File: config.mk
export PLATFORM = sky130hd
export DESIGN_NAME = bitmap_block_allocator
export DESIGN_NICKNAME = d
export VERILOG_FILES = /design/src/bba_pkg.sv /design/src/bitmap_block_allocator.sv /design/src/bba_div.sv /design/src/bba_mem.sv
export SDC_FILE = /design/constraint.sdc
export NUM_CORES = 2
export LEC_CHECK = 0
export ABC_AREA = 1
export BUFFER_PORTS_ARGS = -buffer_cell sky130_fd_sc_hd__buf_2
export CORE_MARGIN = 2
export CORE_UTILIZATION = 32
export DETAILED_ROUTE_END_ITERATION = 16
export GPL_TIMING_DRIVEN = 0
export PLACE_DENSITY_LB_ADDON = 0.1
export SKIP_CTS_REPAIR_TIMING = 1
export SYNTH_ARGS = -nofsm -noshare
export SYNTH_HDL_FRONTEND = slang
export SYNTH_SLANG_ARGS = --single-unit
File: constraint.sdc
create_clock -name clk -period 14.9 [get_ports clk]
set_input_delay 2.235 -clock clk [delete_from_list [all_inputs] [get_ports clk]]
set_output_delay 2.235 -clock clk [all_outputs]
set_load 0.05 [all_outputs]
File: src/bba_pkg.sv
// ----------------------------------------------------------------------------
// bba_pkg
// Shared types, widths and codes for the bitmap block allocator.
// ----------------------------------------------------------------------------
package bba_pkg;

    localparam int NUM_BLOCKS_DEF = 1024;
    localparam int TOTAL_W        = 11;
    localparam int BSIZE_W        = 13;
    localparam int START_W        = 10;
    localparam int COUNT_W        = 11;
    localparam int RUN_W          = 10;
    localparam int PADDR_W        = 3;
    localparam int PDATA_W        = 32;

    localparam logic [TOTAL_W-1:0] TOTAL_RST = 11'd1024;
    localparam logic [BSIZE_W-1:0] BSIZE_RST = 13'd512;

    typedef enum logic [1:0] {
        OP_FORMAT = 2'd0,
        OP_ALLOC  = 2'd1,
        OP_FREE   = 2'd2,
        OP_FIND   = 2'd3
    } op_t;

    typedef enum logic [1:0] {
        ST_OK    = 2'd0,
        ST_RANGE = 2'd1,
        ST_NORUN = 2'd2
    } status_t;

    localparam logic REG_TOTAL = 1'b0;
    localparam logic REG_BSIZE = 1'b1;

endpackage

File: src/bitmap_block_allocator.sv
// ----------------------------------------------------------------------------
// bitmap_block_allocator
// First-fit free-space bitmap: format, allocate, free and find over a map
// held in one word-wide memory.
// Allocate and free read and write back each map word in the range; format
// runs the divider and then writes every map word; find reads each map word
// and scans it, 4 bits checked per cycle. Out-of-range and empty requests
// finish without touching the map. One item at a time. After reset a clearing
// pass over every map word holds busy high.
// Each result beat is shown for one cycle on done; the receiver cannot stall.
// ----------------------------------------------------------------------------
module bitmap_block_allocator
    import bba_pkg::*;
#(
    parameter int NUM_BLOCKS = NUM_BLOCKS_DEF
)
(
    input  logic               clk,
    input  logic               rst_n,
    input  logic               psel,
    input  logic               penable,
    input  logic               pwrite,
    input  logic [PADDR_W-1:0] paddr,
    input  logic [PDATA_W-1:0] pwdata,
    output logic [PDATA_W-1:0] prdata,
    output logic               pready,
    input  logic               start,
    output logic               busy,
    input  logic [1:0]         operation,
    input  logic [START_W-1:0] start_block,
    input  logic [COUNT_W-1:0] block_count,
    output logic               done,
    output logic [1:0]         status,
    output logic               found,
    output logic [RUN_W-1:0]   run_start
);

    localparam int WORD_W = (NUM_BLOCKS < 32) ? 8 : 32;
    localparam int DEPTH  = (NUM_BLOCKS + WORD_W - 1) / WORD_W;
    localparam int AW     = (DEPTH > 1) ? $clog2(DEPTH) : 1;
    localparam int OB     = $clog2(WORD_W);
    localparam int IW     = ($clog2(NUM_BLOCKS) + 2 > 12) ? $clog2(NUM_BLOCKS) + 2 : 12;
    localparam int STEP   = 4;
    localparam int NSTEP  = WORD_W / STEP;
    localparam int JW     = (NSTEP > 1) ? $clog2(NSTEP) : 1;

    typedef enum logic [7:0] {
        S_IDLE  = 8'b0000_0001,
        S_DIV   = 8'b0000_0010,
        S_FMT   = 8'b0000_0100,
        S_RD    = 8'b0000_1000,
        S_WR    = 8'b0001_0000,
        S_FRD   = 8'b0010_0000,
        S_FLD   = 8'b0100_0000,
        S_FSCAN = 8'b1000_0000
    } state_t;

    state_t             state_reg, state_next;
    logic [TOTAL_W-1:0] total_reg;
    logic [BSIZE_W-1:0] bsize_reg;
    logic               set_reg, set_next;
    logic               report_reg, report_next;
    logic [IW-1:0]      first_reg, first_next;
    logic [IW-1:0]      end_reg, end_next;
    logic [IW-1:0]      count_reg, count_next;
    logic [IW-1:0]      usable_reg, usable_next;
    logic [IW-1:0]      reserve_reg, reserve_next;
    logic [IW-1:0]      len_reg, len_next;
    logic [AW-1:0]      w_reg, w_next;
    logic [AW-1:0]      last_reg, last_next;
    logic [JW-1:0]      j_reg, j_next;
    logic [WORD_W-1:0]  word_reg;
    logic               done_reg, done_next;
    logic [1:0]         status_reg, status_next;
    logic               found_reg, found_next;
    logic [RUN_W-1:0]   run_reg, run_next;

    logic               accept;
    logic               cfg_wr;
    logic [IW-1:0]      usable_now;
    logic [IW-1:0]      base;
    logic [IW-1:0]      reserve_calc;
    logic               mem_we;
    logic [WORD_W-1:0]  mem_wdata;
    logic [WORD_W-1:0]  mem_rdata;
    logic               div_go;
    logic               div_done;
    logic [TOTAL_W-1:0] div_q;
    logic [IW-1:0]      idx;
    logic [IW-1:0]      len_scan;
    logic               hit;
    logic               stop;
    logic [IW-1:0]      hit_run;

    assign accept = start && (state_reg == S_IDLE);
    assign cfg_wr = psel && penable && pwrite;
    assign pready = 1'b1;
    assign busy   = (state_reg != S_IDLE);

    always_ff @(posedge clk or negedge rst_n)
    begin
        if (!rst_n)
        begin
            total_reg <= TOTAL_RST;
            bsize_reg <= BSIZE_RST;
        end
        else if (cfg_wr)
        begin
            if (paddr[2] == REG_TOTAL)
            begin
                total_reg <= pwdata[TOTAL_W-1:0];
            end
            else
            begin
                bsize_reg <= pwdata[BSIZE_W-1:0];
            end
        end
    end

    assign prdata = (paddr[2] == REG_BSIZE) ? PDATA_W'(bsize_reg) : PDATA_W'(total_reg);

    assign usable_now = (IW'(total_reg) > IW'(NUM_BLOCKS)) ? IW'(NUM_BLOCKS) : IW'(total_reg);
    assign base       = IW'(w_reg) << OB;
    assign div_go     = accept && (operation == OP_FORMAT);

    bba_div u_div (
        .clk      (clk),
        .rst_n    (rst_n),
        .go       (div_go),
        .dividend (total_reg),
        .divisor  (bsize_reg),
        .done     (div_done),
        .quotient (div_q)
    );

    always_comb
    begin
        reserve_calc = IW'(div_q) + IW'(2);
        if (reserve_calc > usable_reg)
        begin
            reserve_calc = usable_reg;
        end
    end

    always_comb
    begin
        mem_we    = 1'b0;
        mem_wdata = mem_rdata;
        if (state_reg == S_FMT)
        begin
            mem_we = 1'b1;
            for (int k = 0; k < WORD_W; k++)
            begin
                mem_wdata[k] = (base + IW'(k)) < reserve_reg;
            end
        end
        else if (state_reg == S_WR)
        begin
            mem_we = 1'b1;
            for (int k = 0; k < WORD_W; k++)
            begin
                if ((base + IW'(k)) >= first_reg && (base + IW'(k)) < end_reg)
                begin
                    mem_wdata[k] = set_reg;
                end
            end
        end
    end

    bba_mem #(
        .DEPTH  (DEPTH),
        .AW     (AW),
        .WORD_W (WORD_W)
    ) u_mem (
        .clk   (clk),
        .we    (mem_we),
        .addr  (w_reg),
        .wdata (mem_wdata),
        .rdata (mem_rdata)
    );

    always_comb
    begin
        len_scan = len_reg;
        hit      = 1'b0;
        stop     = 1'b0;
        hit_run  = '0;
        idx      = '0;
        for (int k = 0; k < STEP; k++)
        begin
            idx = base + IW'(32'(j_reg) * STEP + k);
            if (!hit && !stop)
            begin
                if (idx >= usable_reg)
                begin
                    stop = 1'b1;
                end
                else
                begin
                    if (word_reg[OB'(32'(j_reg) * STEP + k)])
                    begin
                        len_scan = '0;
                    end
                    else
                    begin
                        len_scan = len_scan + 1'b1;
                    end
                    if (len_scan >= count_reg)
                    begin
                        hit     = 1'b1;
                        hit_run = idx + IW'(1) - count_reg;
                    end
                end
            end
        end
    end

    always_comb
    begin
        state_next   = state_reg;
        set_next     = set_reg;
        report_next  = report_reg;
        first_next   = first_reg;
        end_next     = end_reg;
        count_next   = count_reg;
        usable_next  = usable_reg;
        reserve_next = reserve_reg;
        len_next     = len_reg;
        w_next       = w_reg;
        last_next    = last_reg;
        j_next       = j_reg;
        done_next    = 1'b0;
        status_next  = status_reg;
        found_next   = found_reg;
        run_next     = run_reg;

        unique case (state_reg)
            S_IDLE:
            begin
                if (accept)
                begin
                    usable_next = usable_now;
                    first_next  = IW'(start_block);
                    count_next  = IW'(block_count);
                    end_next    = IW'(start_block) + IW'(block_count);
                    set_next    = (operation == OP_ALLOC);
                    status_next = ST_OK;
                    found_next  = 1'b0;
                    run_next    = '0;
                    w_next      = '0;
                    j_next      = '0;
                    len_next    = '0;
                    case (operation)
                        OP_FORMAT:
                        begin
                            state_next = S_DIV;
                        end
                        OP_ALLOC, OP_FREE:
                        begin
                            if (IW'(start_block) + IW'(block_count) > usable_now)
                            begin
                                status_next = ST_RANGE;
                                done_next   = 1'b1;
                            end
                            else if (block_count == '0)
                            begin
                                done_next = 1'b1;
                            end
                            else
                            begin
                                w_next     = AW'(IW'(start_block) >> OB);
                                last_next  = AW'((IW'(start_block) + IW'(block_count)
                                                  - IW'(1)) >> OB);
                                state_next = S_RD;
                            end
                        end
                        default:
                        begin
                            if (block_count == '0)
                            begin
                                found_next = 1'b1;
                                done_next  = 1'b1;
                            end
                            else
                            begin
                                state_next = S_FRD;
                            end
                        end
                    endcase
                end
            end
            S_DIV:
            begin
                if (div_done)
                begin
                    reserve_next = reserve_calc;
                    report_next  = 1'b1;
                    w_next       = '0;
                    state_next   = S_FMT;
                end
            end
            S_FMT:
            begin
                w_next = w_reg + 1'b1;
                if (w_reg == AW'(DEPTH - 1))
                begin
                    w_next     = '0;
                    state_next = S_IDLE;
                    if (report_reg)
                    begin
                        done_next = 1'b1;
                        run_next  = (reserve_reg > IW'(1023)) ? RUN_W'(1023)
                                                              : RUN_W'(reserve_reg);
                    end
                end
            end
            S_RD:
            begin
                state_next = S_WR;
            end
            S_WR:
            begin
                if (w_reg == last_reg)
                begin
                    done_next  = 1'b1;
                    state_next = S_IDLE;
                end
                else
                begin
                    w_next     = w_reg + 1'b1;
                    state_next = S_RD;
                end
            end
            S_FRD:
            begin
                state_next = S_FLD;
            end
            S_FLD:
            begin
                j_next     = '0;
                state_next = S_FSCAN;
            end
            S_FSCAN:
            begin
                len_next = len_scan;
                if (hit)
                begin
                    found_next = 1'b1;
                    run_next   = RUN_W'(hit_run);
                    done_next  = 1'b1;
                    state_next = S_IDLE;
                end
                else if (stop || ((j_reg == JW'(NSTEP - 1)) && (w_reg == AW'(DEPTH - 1))))
                begin
                    status_next = ST_NORUN;
                    done_next   = 1'b1;
                    state_next  = S_IDLE;
                end
                else if (j_reg == JW'(NSTEP - 1))
                begin
                    w_next     = w_reg + 1'b1;
                    state_next = S_FRD;
                end
                else
                begin
                    j_next = j_reg + 1'b1;
                end
            end
            default:
            begin
                state_next = S_IDLE;
            end
        endcase
    end

    always_ff @(posedge clk or negedge rst_n)
    begin
        if (!rst_n)
        begin
            state_reg   <= S_FMT;
            report_reg  <= 1'b0;
            reserve_reg <= '0;
            w_reg       <= '0;
            j_reg       <= '0;
            done_reg    <= 1'b0;
        end
        else
        begin
            state_reg   <= state_next;
            report_reg  <= report_next;
            reserve_reg <= reserve_next;
            w_reg       <= w_next;
            j_reg       <= j_next;
            done_reg    <= done_next;
        end
    end

    always_ff @(posedge clk)
    begin
        set_reg    <= set_next;
        first_reg  <= first_next;
        end_reg    <= end_next;
        count_reg  <= count_next;
        usable_reg <= usable_next;
        len_reg    <= len_next;
        last_reg   <= last_next;
        status_reg <= status_next;
        found_reg  <= found_next;
        run_reg    <= run_next;
        if (state_reg == S_FLD)
        begin
            word_reg <= mem_rdata;
        end
    end

    assign done      = done_reg;
    assign status    = status_reg;
    assign found     = found_reg;
    assign run_start = run_reg;

endmodule

File: src/bba_div.sv
// ----------------------------------------------------------------------------
// bba_div
// Restoring divider, one quotient bit per cycle, for the format reservation.
// ----------------------------------------------------------------------------
module bba_div
    import bba_pkg::*;
(
    input  logic               clk,
    input  logic               rst_n,
    input  logic               go,
    input  logic [TOTAL_W-1:0] dividend,
    input  logic [BSIZE_W-1:0] divisor,
    output logic               done,
    output logic [TOTAL_W-1:0] quotient
);

    localparam int CNT_W = $clog2(TOTAL_W + 1);

    logic [TOTAL_W-1:0] q_reg, q_next;
    logic [BSIZE_W:0]   r_reg, r_next;
    logic [BSIZE_W-1:0] d_reg;
    logic [CNT_W-1:0]   cnt_reg, cnt_next;
    logic               run_reg, run_next;
    logic               done_reg, done_next;
    logic [BSIZE_W:0]   shifted;

    always_comb
    begin
        q_next    = q_reg;
        r_next    = r_reg;
        cnt_next  = cnt_reg;
        run_next  = run_reg;
        done_next = 1'b0;
        shifted   = {r_reg[BSIZE_W-1:0], q_reg[TOTAL_W-1]};
        if (go)
        begin
            q_next   = dividend;
            r_next   = '0;
            cnt_next = '0;
            run_next = 1'b1;
        end
        else if (run_reg)
        begin
            if (shifted >= {1'b0, d_reg})
            begin
                r_next = shifted - {1'b0, d_reg};
                q_next = {q_reg[TOTAL_W-2:0], 1'b1};
            end
            else
            begin
                r_next = shifted;
                q_next = {q_reg[TOTAL_W-2:0], 1'b0};
            end
            cnt_next = cnt_reg + 1'b1;
            if (cnt_reg == CNT_W'(TOTAL_W - 1))
            begin
                run_next  = 1'b0;
                done_next = 1'b1;
            end
        end
    end

    always_ff @(posedge clk or negedge rst_n)
    begin
        if (!rst_n)
        begin
            run_reg  <= 1'b0;
            done_reg <= 1'b0;
            cnt_reg  <= '0;
        end
        else
        begin
            run_reg  <= run_next;
            done_reg <= done_next;
            cnt_reg  <= cnt_next;
        end
    end

    always_ff @(posedge clk)
    begin
        q_reg <= q_next;
        r_reg <= r_next;
        if (go)
        begin
            d_reg <= (divisor == '0) ? BSIZE_W'(1) : divisor;
        end
    end

    assign done     = done_reg;
    assign quotient = q_reg;

endmodule

File: src/bba_mem.sv
// ----------------------------------------------------------------------------
// bba_mem
// Single-port synchronous map memory with a registered read.
// ----------------------------------------------------------------------------
module bba_mem
    import bba_pkg::*;
#(
    parameter int DEPTH  = 32,
    parameter int AW     = 5,
    parameter int WORD_W = 32
)
(
    input  logic              clk,
    input  logic              we,
    input  logic [AW-1:0]     addr,
    input  logic [WORD_W-1:0] wdata,
    output logic [WORD_W-1:0] rdata
);

    logic [WORD_W-1:0] mem [DEPTH];

    always_ff @(posedge clk)
    begin
        if (we)
        begin
            mem[addr] <= wdata;
        end
        rdata <= mem[addr];
    end

endmodule

==> reports/qor.yml <==
row_count: 154
nNetsFinal: 5550
synthSimpleGateAreaFrac_pct: 10.7
synth_seq_area_share_pct: 65.1
post_drt_via_cell_ratio: 5.33
ys.warnings.count: 0
power_density_nw_per_um2: 214
dieWidth_um: 426
critPathMaxStageDelay_ns: 1.02
h-tree-depth: 4
tns_ns: 0
route.antenna.remaining_nets: 0
async_reset_ff_share_pct: 4.76
hold_viol_final: 0
fmax_ghz: 0.118
dr.pass1.iters: 8
numPortBuffers: 69
worstSkewPairLatency_ns: 0.81
fin_worst_skew_ns: 0.0457
grtUsageMet2_pct: 37.9
synthCells: 5017
hold_class: "reg2reg"
antenna_found_initial: 6
grt_pass1_wl_um: 304000
ys_types: 81
avgSynthCellArea_um2: 11.4
synthAdderAreaFrac_pct: 3.66
place_congestion: 0.894
min_path_cells: 0
gr-total-overflow: 0
vias: 41500
min_period_ns: 8.50
drive_above_1_share_pct: 10.2
ys_ff_latch: 1260
vdd_drop_max_mv: 0.111
p_leak_nw: 24.4
max-clock-path-buffers: 3
setup_slack_ns: 6.40
initial_core_util_pct: 32.3
grt.met1_usage_pct: 32.5
ys.flop_type: "edfxtp_1"
cts_tree: "built"
wl_per_cell_um: 28.0
cpMostUsedCell: "nand2_1"
setup_viol: 0
worstPathArrival_ns: 8.93
critical-path-slowest-cell: "dfrtp_1"
synth_compound_area_share_pct: 14.4
drv_slew: 0
yosys.area_share.xor_xnor_pct: 0.997
cts_root_buf: "clkbuf_16"
synth_top_family_by_area: "compound AO/OA/AOI/OAI gates"
global_route.usage.met3_pct: 4.25
timing.final.crit_share_pct: 57.0
slew_headroom_pct: 2.99
dpl.hpwl_um: 154000
cts_buffers: 145
die_area_um2: 181000
ff2ff_path_depth: 44
worst_pin_slew_ns: 1.44
setup.worst_path.start_class: "flip-flop"
synth_mux_area_share_pct: 0.356
core-area_um2: 176000
required_ns: 15.34
rsz0062_at_grt: "false"
worst-setup-path-type: "reg2reg"
endpoint_kind: "flip-flop"
clkSinkCount: 1260
die_h_um: 426
path_max_fanout: 11
busiest_layer: "met2"
drv_cap: 0
synth.cell_area_um2: 57000
grt_max_degree: 61
layout_commonest_cell: "edfxtp_1"
io_pins: 112
pre_cts_ws_ns: 6.47
grt.total_usage_pct: 23.6
routed_wl_um: 218000
grt_pass1_vias: 39800
areaGrowthSynthToFinish_pct: 17.8
status: "complete, no violations"
final_cell_mix: "edfxtp_1, o21ai_0, nor2_1"
drt_iter0_drc: 4198
clk_pin_slew_ns: 0.06
largest_reg_flops: 1024
route.detailed.drc: 0
synth_edf_count: 1155
==> metal layers <==
metal / part of all wire, % / routed length, µm / vias up
met3: 6.7 / 14700 / 277
met2: 46 / 101000 / 1492
met5: 0 / 0 / -
met1: 44 / 95700 / 20900
li1: - / - / 18800
met4: 3.0 / 6590 / 0
==> cells in the mapped netlist (42+ instances only) <==
| cell | number | area share, % |
|---|---|---|
| edfxtp_1 | 1155 | 61 |
| o21ai_0 | 743 | 6.5 |
| nor2_1 | 722 | 4.8 |
| nand2_1 | 456 | 3.0 |
| inv_1 | 364 | 2.4 |
| o22ai_1 | 280 | 3.1 |
| clkbuf_1 | 241 | 1.6 |
| ha_1 | 152 | 3.3 |
| a21oi_1 | 117 | 1.0 |
| nand3_1 | 101 | 0.89 |
| a221oi_1 | 63 | 0.97 |
| a22o_1 | 62 | 0.95 |
| dfrtp_1 | 57 | 2.5 |
| xor2_1 | 50 | 0.77 |
| dfxtp_1 | 45 | 1.6 |
| nand4_1 | 42 | 0.46 |
==> final timing paths <==
| kind | startpoint | to | slack, ns |
|---|---|---|---|
| max | w_reg[0] | run_start[1] | 6.40 |
| min | u_mem.rdata[0] | word_reg[0] | 0.44 |
| max reg2reg | w_reg[0] | run_start[1] | 6.40 |
| min reg2reg | u_mem.rdata[0] | word_reg[0] | 0.44 |
| max in group asynchronous | rst_n | j_reg[0] | 12.76 |
| min in group asynchronous | rst_n | bsize_reg[11] | 1.56 |
==> final cells by class <==
class	count	area [µm²]
clock buffer	199	3980
fill	17300	109000
buffer	292	1250
antenna	4	10.0
timing repair buffer	143	1990
sequential	1260	37100
clock inverter	61	553
inverter	386	1460
multi-input combinational	3097	17800
tap	2340	2930
==> through the flow <==
step           utilization [%]  hold WS [ns]  power [W]  instances  instance area, µm²
6_report                  38.0         0.438     0.0144       7782               67100
3_3_place_gp              34.2         0.414     0.0107       7444               60300
2_1_floorplan                -         0.402    0.00811       5035               57000
3_5_place_dp              35.4         0.424     0.0109       7518               62500
4_1_cts                   38.0         0.437     0.0144       7778               67100
5_1_grt                   38.0         0.449     0.0150       7778               67100
==> logic make-up (layout without fill, tap and decap cells) <==
logic type	after synthesis	after routing
xor gates and xnor gates	64	64
other	2	24
adders and majority gates	161	161
AOI/OAI and AO/OA	1395	1395
buffers and inverters	678	1081
DFF	1260	1260
and+or+nand+nor	1437	1437
muxes	20	20
==> worst max-delay path: cells and delay by family, from the launching register on <==
family / cells / cell delay (ns)
AOI/OAI and AO/OA: 7 / 1.62
buffers and inverters: 4 / 0.47
and+or+nand+nor: 28 / 3.55
DFF: 1 / 1.02
adders and majority gates: 5 / 1.45
==> power breakdown <==
| group | internal, W | leakage (nW) | switching (W) |
|---|---|---|---|
| Sequential | 0.00456 | 11.6 | 0.000219 |
| Clock | 0.00195 | 2.21 | 0.00152 |
| Combinational | 0.00162 | 10.6 | 0.00449 |
Note: power is estimated with default switching activity, not from simulation.
